[config.mk]
export PLATFORM = sky130hd
export DESIGN_NAME = cpcr_isqrt
export DESIGN_NICKNAME = d
export VERILOG_FILES = /design/src/rtl/cpcr_isqrt.sv
export SDC_FILE = /design/constraint.sdc
export NUM_CORES = 1
export LEC_CHECK = 0
export BUFFER_PORTS_ARGS = -buffer_cell sky130_fd_sc_hd__buf_2
export CAP_MARGIN = 20
export CORE_AREA = 3 3 275 277
export CTS_CLUSTER_DIAMETER = 200
export DETAILED_ROUTE_END_ITERATION = 8
export DIE_AREA = 0 0 278 280
export HOLD_SLACK_MARGIN = 0.12
export REMOVE_ABC_BUFFERS = 1
export SETUP_SLACK_MARGIN = 0.1
export SLEW_MARGIN = 5
export SYNTH_ARGS = -nofsm -noshare
export SYNTH_HDL_FRONTEND = slang
export SYNTH_SLANG_ARGS = --single-unit
[constraint.sdc]
create_clock -name aclk -period 10.7 [get_ports aclk]
set_clock_uncertainty 0.2 [all_clocks]
set_input_delay 1.07 -clock aclk [delete_from_list [all_inputs] [get_ports aclk]]
set_output_delay 1.07 -clock aclk [all_outputs]
set_load 0.005 [all_outputs]
[src/rtl/cpcr_isqrt.sv]
module cpcr_isqrt #(
    parameter int RTW = 17
) (
    input  logic             aclk,
    input  logic             en,
    input  logic [2*RTW-1:0] value,
    output logic [RTW-1:0]   root
);

    logic [2*RTW-1:0] rem_reg  [RTW];
    logic [RTW-1:0]   root_reg [RTW];

    generate
        for (genvar k = 0; k < RTW; k++) begin : g_st
            localparam int I = RTW - 1 - k;
            logic [2*RTW-1:0] rem_in;
            logic [RTW-1:0]   root_in;
            logic [2*RTW:0]   term;

            if (k == 0) begin : g_first
                assign rem_in  = value;
                assign root_in = '0;
            end else begin : g_next
                assign rem_in  = rem_reg[k-1];
                assign root_in = root_reg[k-1];
            end

            assign term = ({{(RTW+1){1'b0}}, root_in} << (I + 1))
                        + ((2*RTW+1)'(1) << (2 * I));

            always_ff @(posedge aclk) begin
                if (en) begin
                    if ({1'b0, rem_in} >= term) begin
                        rem_reg[k]  <= rem_in - term[2*RTW-1:0];
                        root_reg[k] <= root_in | (RTW'(1) << I);
                    end else begin
                        rem_reg[k]  <= rem_in;
                        root_reg[k] <= root_in;
                    end
                end
            end
        end
    endgenerate

    assign root = root_reg[RTW-1];

endmodule

==> summary.txt <==
Run status
  • Result of the run: finished clean

Floorplanning
  • Placement row count: 99
  • Die Y-Extent: roughly 280 um
  • Total Die Area: ~80000 um2
  • Initial cell density of the core: a little under half
  • Core Box Area: between 70000 and 80000 um2
  • Die boundary width: approximately 280 um
  • Top-level port count: 53

Final layout
  • Final instance count without filler cells: about 3700
  • Final #Nets: between 2000 and 3000
  • Most common cell after layout, fill and taps aside: edfxtp_1
  • Flip-flop count of the largest register after layout: 544
  • Core utilization of the finished layout: between 50% and 60%
  • Leading cell types in the layout, fill and taps excluded: edfxtp_1, inv_1, nand2_1
  • Fill cells: 6234
  • Signed area change from the synthesized netlist to the final layout: 12.1%
  • Number of antenna cells inserted: 0
  • Layout cell share with drive strength beyond 1: 8.31%

Timing
  • Final hold slack: 240 ps
  • Maximum clock frequency: between 0.2 and 0.25 GHz
  • Final count of negative-setup-slack endpoints: 0
  • Slew margin rel.: a little under a third
  • Ratio of final minimum period to clock period: approximately two fifths
  • Endpoints failing hold: 0
  • Worst Max-Slew Pin Slew: about 1000 ps
  • Max-slew violation total from the final report: 0
  • Setup repair after global routing missed its margin: no
  • Sum Neg Setup Slack: 0 ps
  • Time the final worst path needs with I/O delays and setup: 4250 ps

Global routing
  • Largest net degree at the start of global routing: approximately 170
  • Congestion Overflow GR: 0
  • Global router's overall resource usage: 17.3%
  • Global-route wire length before repair: between 100000 and 150000 um
  • Via count of the first global-routing pass: a little over 20000
  • Antenna violations before repair: 0

Yosys
  • Syn Area/Cell: approximately 13 um2
  • Share of the synthesized area in the top cell type: between 60% and 70%
  • Seq cells post-synth: between 600 and 700
  • Part of the Yosys area used for sequential elements: between 60% and 70%
  • Synth Area in Adders: about 6.4%
  • Main combinational cell family by area after synthesis: simple AND/OR/NAND/NOR gates
  • Multiplexer area fraction after synthesis: about 1.1%
  • Post-synthesis instance area: approximately 33000 um2
  • Xor and xnor fraction of the mapped netlist area: between 5 and 6%
  • Share of synthesized cell area in and, or, nand and nor gates: 11.8%
  • Share of async-settable or async-resettable flops after synthesis: 0%
  • Cell type with the largest total area after synthesis: edfxtp_1
  • Gate Count Post-Synth: 2574
  • Primary flip-flop cell chosen by synthesis mapping: edfxtp_1
  • Count of flip-flops with a built-in enable after synthesis: around 700
  • Complex-gate fraction of the synthesized area: under 10%
  • Number of distinct library cells after synthesis: 67
  • Warning count from the yosys run: 0
  • Cells taking the most area after synthesis: edfxtp_1, ha_1, xnor2_1, xor2_1, inv_1

Drt
  • Total wirelength of the detailed-routed design: roughly 67000 um
  • Post-DR wirelength/cell: roughly 18 um
  • Count of antenna-violating nets left after detailed routing: 0
  • Vias: 19900
  • Number of DRC violations after detailed routing: 0
  • Number of violations reported at the end of detailed-routing iteration 0: between 1000 and 1500
  • Avg Vias per Cell: 5.38
  • Router iterations before antenna repair: 5

Clocking
  • Hold Buf Count CTS: 0
  • Worst-path clk slew: around 60 ps
  • Cell at the root of the clock tree: clkbuf_16
  • Setup Fix Bufs, Post-CTS: 0
  • Skew-Pair Late Insertion Delay: 620 ps
  • Clock tree from TritonCTS: done
  • Number of buffers on the longest clock path: 3
  • H-tree depth: 3
  • Inserted Clock Buffers: 75
  • Number of gates resized after cts: 0
  • Clock sinks: ~700

Worst setup path
  • Worst r2r path cells: 10
  • Largest stage delay on the critical path: slightly above 700 ps
  • Register-to-register path setup slack: around 6500 ps
  • Slowest CP cell: nor4_1
  • Cell-by-cell trace of the critical path: inv_1 > ha_1 > or4b_2 > nor4_1 > a2111oi_0 > nor3b_1 > a2bb2oi_1 > or3_1 > nor4_1 > xor2_1
  • Data required time at the worst endpoint: between 10000 and 15000 ps
  • Crit. End Element: flop
  • Cell mode on critical path: nor4_1
  • Arrival time of data at the critical path endpoint: 4380 ps
  • Maximum fanout along the worst path: 6
  • Path type of the worst setup path: flop to flop
  • Element type at the critical path start: flop

Job
  • Max Cap Viol: 0

Placed design
  • Post-DP HPWL: 50000 um
  • Cells after DPL: roughly 3600
  • Weighted congestion reported at the end of routability-driven placement: 0.933
  • Port Buffers: 52

Pwr
  • Final Power: between 7 and 8 mW
  • Peak supply drop: around 0.14 mV
  • LEAKAGE: approximately 14 nW
  • Power per cell area: between 150 and 200 nW/um2

Hold path
  • Worst hold-check path type: flop to flop
  • Worst hold stages: 0
layout make-up:
type | instances | area (um2) | share of cell area, %
tap | 959 | 1200 | 3.25
timing repair buffer | 72 | 425 | 1.15
multi-input combinational | 1619 | 11000 | 29.8
clock inverter | 48 | 622 | 1.69
sequential | 697 | 20900 | 56.7
inverter | 206 | 773 | 2.10
clock buffer | 89 | 1930 | 5.23
worst max-delay path: cells and delay by family, from the launching register on:
kind	cells	cell delay, ps
flip-flops	1	370
buffers and inverters	1	60
AO/OA/AOI/OAI	2	510
XOR/XNOR	1	110
adder cells (fa/ha/maj)	1	350
AND/OR/NAND/NOR	5	2360
final timing paths:
path,start,endpoint
max,root_reg[13][6]$_DFFE_PP_,rem_reg[14][31]$_DFFE_PP_
min reg2reg,rem_reg[7][5]$_DFFE_PP_,rem_reg[8][5]$_DFFE_PP_
max reg2reg,root_reg[13][6]$_DFFE_PP_,rem_reg[14][31]$_DFFE_PP_
min,rem_reg[7][5]$_DFFE_PP_,rem_reg[8][5]$_DFFE_PP_
where the power goes:
part	internal, mW	switching (mW)	leakage [nW]
combinational	0.455	0.602	5.91
sequential	3.40	0.223	6.67
clock	1.59	1.06	1.25
cells in the mapped netlist, types with 9 or more instances:
cell	instances
nand4_1	30
nor4b_1	13
edfxtp_1	697
xor2_1	98
nor2b_1	16
clkbuf_1	45
mux2_2	22
nand4b_1	11
xnor2_1	122
nand2b_1	46
a21o_1	39
nand2_1	195
o21ai_0	140
nand3_1	36
a211oi_1	10
or3_1	40
nor2_1	158
mux2i_1	11
o21a_1	33
inv_1	205
and2_1	13
a21oi_1	128
or4_1	9
o31ai_1	11
nand3b_1	11
ha_1	167
nor3_1	60
nor4_1	87
kinds of logic (layout without fill, tap and decap cells):
group                    count (synthesis)  count (layout)
flip-flops                             697             697
AND/OR/NAND/NOR                        756             756
multiplexers                            33              33
buffers and inverters                  258             415
XOR/XNOR                               220             220
AO/OA/AOI/OAI                          443             443
adder cells (fa/ha/maj)                167             167
metal layers:
layer	part of all wire [%]	global-route usage, %
met5	0	0
met4	4.3	7.76
met3	3.3	2.75
met2	55	33.7
met1	38	18.3
stage by stage:
stage                     cell area, um2  setup slack (ps)
after floorplan                    32700              6050
after global placement             34300              6230
after detailed placement           34300              6180
after CTS                          36900              6510
after global routing               36900              6320
final                              36900              6450
(Power assumes the default switching activity.)
