[config.mk]
export PLATFORM = sky130hd
export DESIGN_NAME = cpcr_div
export DESIGN_NICKNAME = d
export VERILOG_FILES = /design/src/rtl/cpcr_div.sv
export SDC_FILE = /design/constraint.sdc
export NUM_CORES = 1
export LEC_CHECK = 0
export ABC_AREA = 0
export BUFFER_PORTS_ARGS = -buffer_cell sky130_fd_sc_hd__buf_4
export CAP_MARGIN = 0
export CORE_MARGIN = 4
export CORE_UTILIZATION = 40
export CTS_BUF_LIST = sky130_fd_sc_hd__clkbuf_8
export DETAILED_ROUTE_END_ITERATION = 12
export PLACE_DENSITY = 0.61
export REMOVE_ABC_BUFFERS = 1
export SKIP_LAST_GASP = 1
export SYNTH_ARGS = -nofsm -noshare
export SYNTH_HDL_FRONTEND = slang
export SYNTH_SLANG_ARGS = --single-unit
[constraint.sdc]
create_clock -name aclk -period 5.75 [get_ports aclk]
set_input_delay 1.4375 -clock aclk [delete_from_list [all_inputs] [get_ports aclk]]
set_output_delay 1.4375 -clock aclk [all_outputs]
set_load 0.01 [all_outputs]
[src/rtl/cpcr_div.sv]
module cpcr_div #(
    parameter int NW = 32,
    parameter int DW = 16,
    parameter int QW = 16
) (
    input  logic          aclk,
    input  logic          en,
    input  logic [NW-1:0] num,
    input  logic [DW-1:0] den,
    output logic [QW-1:0] quo
);

    localparam int XW = (NW > DW + QW) ? NW : DW + QW;

    logic [XW-1:0] rem_reg [QW];
    logic [DW-1:0] den_reg [QW];
    logic [QW-1:0] quo_reg [QW];

    generate
        for (genvar k = 0; k < QW; k++) begin : g_st
            localparam int I = QW - 1 - k;
            logic [XW-1:0] rem_in;
            logic [DW-1:0] den_in;
            logic [QW-1:0] quo_in;
            logic [XW-1:0] dsh;

            if (k == 0) begin : g_first
                assign rem_in = XW'(num);
                assign den_in = den;
                assign quo_in = '0;
            end else begin : g_next
                assign rem_in = rem_reg[k-1];
                assign den_in = den_reg[k-1];
                assign quo_in = quo_reg[k-1];
            end

            assign dsh = XW'(den_in) << I;

            always_ff @(posedge aclk) begin
                if (en) begin
                    den_reg[k] <= den_in;
                    if (rem_in >= dsh) begin
                        rem_reg[k] <= rem_in - dsh;
                        quo_reg[k] <= quo_in | (QW'(1) << I);
                    end else begin
                        rem_reg[k] <= rem_in;
                        quo_reg[k] <= quo_in;
                    end
                end
            end
        end
    endgenerate

    assign quo = quo_reg[QW-1];

endmodule

==> impl_metrics.csv <==
group,metric,value,unit
die,die-area,0.115,mm²
drt,via_count,27400,
yosys,syn_area,0.0437,mm²
drt,routedWlPerCell,15.1,µm
sta,finalSetupTns,0,ns
global_routing,antenna_found_initial,1,
critical_path,cp.required,6.28,ns
global_routing,track_usage,13.7,%
critical_path,regToRegSetupSlack,1.55,ns
clocking,cts_setup_buffers,0,
power_and_ir_drop,peakVddDrop,0.196,mV
sta,fin_crit_sh,73.0,%
sta,finalCriticalPeriod,4.20,ns
power_and_ir_drop,clockPowerShare,23.4,%
yosys,async_flop_share,0,%
cells_and_area,drive_gt1_share,9.10,%
place,gp_congestion,0.904,
critical_path,r2r_end,"rem_reg[1][105]",
yosys,synthCells,3649,
yosys,synth.distinct_cells,84,
drt,viasPerCell,5.16,
yosys,syn_area_per_cell,12.0,µm²
power_and_ir_drop,p_per_area,432,mW/mm²
clocking,clock-root-buffer,"clkbuf_8",
clocking,numCtsBuffers,147,
yosys,synthFlopType,"edfxtp_1",
sta,worst_pin_slew,0.922,ns
sta,drv_slew,0,
status,outcome,"finished, final reports clean",
die,row_count,120,
power_and_ir_drop,pwr-share-seq,44.6,%
worst_hold_path,min_from,"quo_reg[1][41]",
clocking,clock_latency,0.79,ns
cells_and_area,multi_input_area,0.0164,mm²
yosys,yosysSeqAreaShare,58.9,%
worst_hold_path,hold_depth,0,
power_and_ir_drop,power_leakage,18.6,nW
clocking,clock_sinks,856,
die,dieHeight,338,µm
die,io_pins,66,
die,start_util,40.5,%
drt,drt_iter0_drc,1178,
cells_and_area,nFillCells,9926,
sta,setup_viol,0,
critical_path,crit_arrival,4.72,ns
critical_path,r2r_start,"rem_reg[1][68]",
cells_and_area,largest_reg_flops,480,
power_and_ir_drop,p_int,0.0140,W
drt,dr.pass1.iters,7,
global_routing,grt_max_degree,190,
worst_hold_path,hold_path_end,"quo_reg[1][57]",
clocking,cts_resized,0,
sta,relSlewSlack,37.7,%
power_and_ir_drop,p_sw_share,33.0,%
clocking,clk_path_buf_depth,3,
global_routing,grt_pass1_vias,27900,
sta,hold-worst-slack,0.409,ns
sta,finClkSkew,0.0438,ns
drt,drc,0,
clocking,holdBufCountCts,0,
worst_hold_path,hold_class,"flip-flop to flip-flop",
yosys,yosys_warnings,0,
global_routing,grt_overflow,0,
place,hpwl,58.4,mm
clocking,cts_max_level,4,
global_routing,grt_pass1_wl,131,mm
cells_and_area,nets,4124,
place,port_buffers,65,
power_and_ir_drop,pwr-share-comb,32.0,%
sta,fmax,238,MHz
cells_and_area,register_area,0.0257,mm²
die,die_w,338,µm
critical_path,path_class,"flip-flop to flip-flop",
power_and_ir_drop,p_sw,0.00691,W
yosys,synth_edf_count,856,
sta,rsz0062_at_grt,"false",
critical_path,worst_r2r_path_depth,12,
critical_path,worstPathMaxFanout,31,
die,core,0.108,mm²
sta,hold_viol_final,0,
critical_path,critPathCaptureType,"flip-flop",
clocking,cts_tree,"built",
yosys,ys_ff_latch,856,
cells_and_area,area_delta_synth_final,11.0,%
critical_path,startpoint_type,"flip-flop",
drt,antenna_left,0,
clocking,path_clk_slew,0.06,ns
flow_run,maxCapViolations,0,
drt,wl,79.9,mm
worst max-delay path, stage by stage, from the launching register on:
cell      delay, ns
edfxtp_1       0.39
inv_1          0.07
ha_1           0.19
fa_1           0.22
nor2b_1        0.05
o21ai_0        0.20
nor2b_1        0.32
o211ai_1       0.21
a211oi_1       0.42
o21ai_0        0.22
nor2_1         0.57
inv_1          0.61
mux2_2         0.44
synthesized netlist by cell type, drive strengths merged, types with 56 or more instances:
| library cell | n | area share, % |
|---|---|---|
| edfxtp | 856 | 59 |
| xor2 | 137 | 2.7 |
| nor4 | 64 | 0.98 |
| o21ai | 242 | 2.8 |
| nor2 | 220 | 1.9 |
| a21oi | 247 | 2.8 |
| nor3 | 76 | 0.88 |
| a21o | 88 | 1.5 |
| nand2 | 267 | 2.3 |
| clkbuf | 71 | 0.61 |
| inv | 333 | 2.9 |
| xnor2 | 156 | 3.1 |
| nand3 | 56 | 0.64 |
| ha | 256 | 7.3 |
how the worst max path moves through the flow:
stage	startpoint	endpoint	slack (ns)	cells past startpoint
floorplan	rem_reg[0][54]	rem_reg[0][79]	1.41	9
global placement	num[15]	rem_reg[0][17]	1.09	10
detailed placement	num[15]	rem_reg[0][26]	1.10	10
CTS	rem_reg[1][68]	rem_reg[1][105]	1.65	12
global route	rem_reg[1][68]	rem_reg[1][105]	1.26	12
finish	rem_reg[1][68]	rem_reg[1][105]	1.55	12
area by class of cell:
class                      instances  area share [%]
timing repair buffer              88            1.48
antenna                            1         0.00516
sequential                       856            53.0
clock inverter                   100            1.19
clock buffer                     147            4.17
multi-input combinational       2377            33.9
tap                             1403            3.62
inverter                         333            2.58
layout by cell type (no fill, tap or decap), drive strengths merged, types with 10 or more instances in the layout:
| cell | n |
|---|---|
| or3 | 30 |
| mux2 | 38 |
| buf | 88 |
| nand3b | 10 |
| nor2b | 47 |
| edfxtp | 856 |
| nand4 | 36 |
| and3 | 16 |
| a21boi | 12 |
| or4 | 15 |
| a31oi | 14 |
| inv | 384 |
| a21o | 88 |
| fa | 15 |
| o21ai | 242 |
| o211ai | 19 |
| nand3 | 56 |
| nor3 | 76 |
| o21bai | 18 |
| nor4b | 16 |
| nor2 | 220 |
| xnor2 | 156 |
| nand2b | 53 |
| o21a | 37 |
| a211oi | 17 |
| o31a | 12 |
| or2 | 15 |
| a21oi | 247 |
| clkinv | 46 |
| ha | 256 |
| o41ai | 10 |
| o31ai | 23 |
| nor4 | 64 |
| nand2 | 267 |
| clkbuf | 147 |
| xor2 | 137 |
cell families after synthesis:
logic type	after synthesis	share of synthesized area, %
compound gates	807	11.4
xor+xnor	293	5.88
fa+ha+maj	271	8.02
buf+inv	416	3.62
flops	856	58.9
mux	46	1.16
simple gates	960	11.1
metrics by stage:
stage / util (%) / worst slack (ns) / instances / cell area [µm²] / power (W)
after floorplan: - / 1.41 / 3566 / 43300 / 0.0144
after global placement: 42.6 / 1.09 / 5057 / 45900 / 0.0160
after detailed placement: 42.6 / 1.10 / 5057 / 45900 / 0.0161
after CTS: 45.0 / 1.65 / 5304 / 48500 / 0.0211
after global routing: 45.0 / 1.26 / 5305 / 48500 / 0.0224
final: 45.0 / 1.55 / 5305 / 48500 / 0.0209
power groups by stage:
stage / logic [W] / clock network (W) / registers [W]
final: 0.00669 / 0.00490 / 0.00933
after global routing: 0.00752 / 0.00541 / 0.00945
after CTS: 0.00669 / 0.00511 / 0.00932
after detailed placement: 0.00667 / 0 / 0.00944
after global placement: 0.00654 / 0 / 0.00942
after floorplan: 0.00522 / 0 / 0.00920
metal layers:
layer	track usage (%)	wire length, µm
met2	27.2	43800
met4	8.08	4140
met3	2.56	2800
met5	0	0
met1	13.0	29100
No activity file was read; power rests on OpenSTA's default activity.
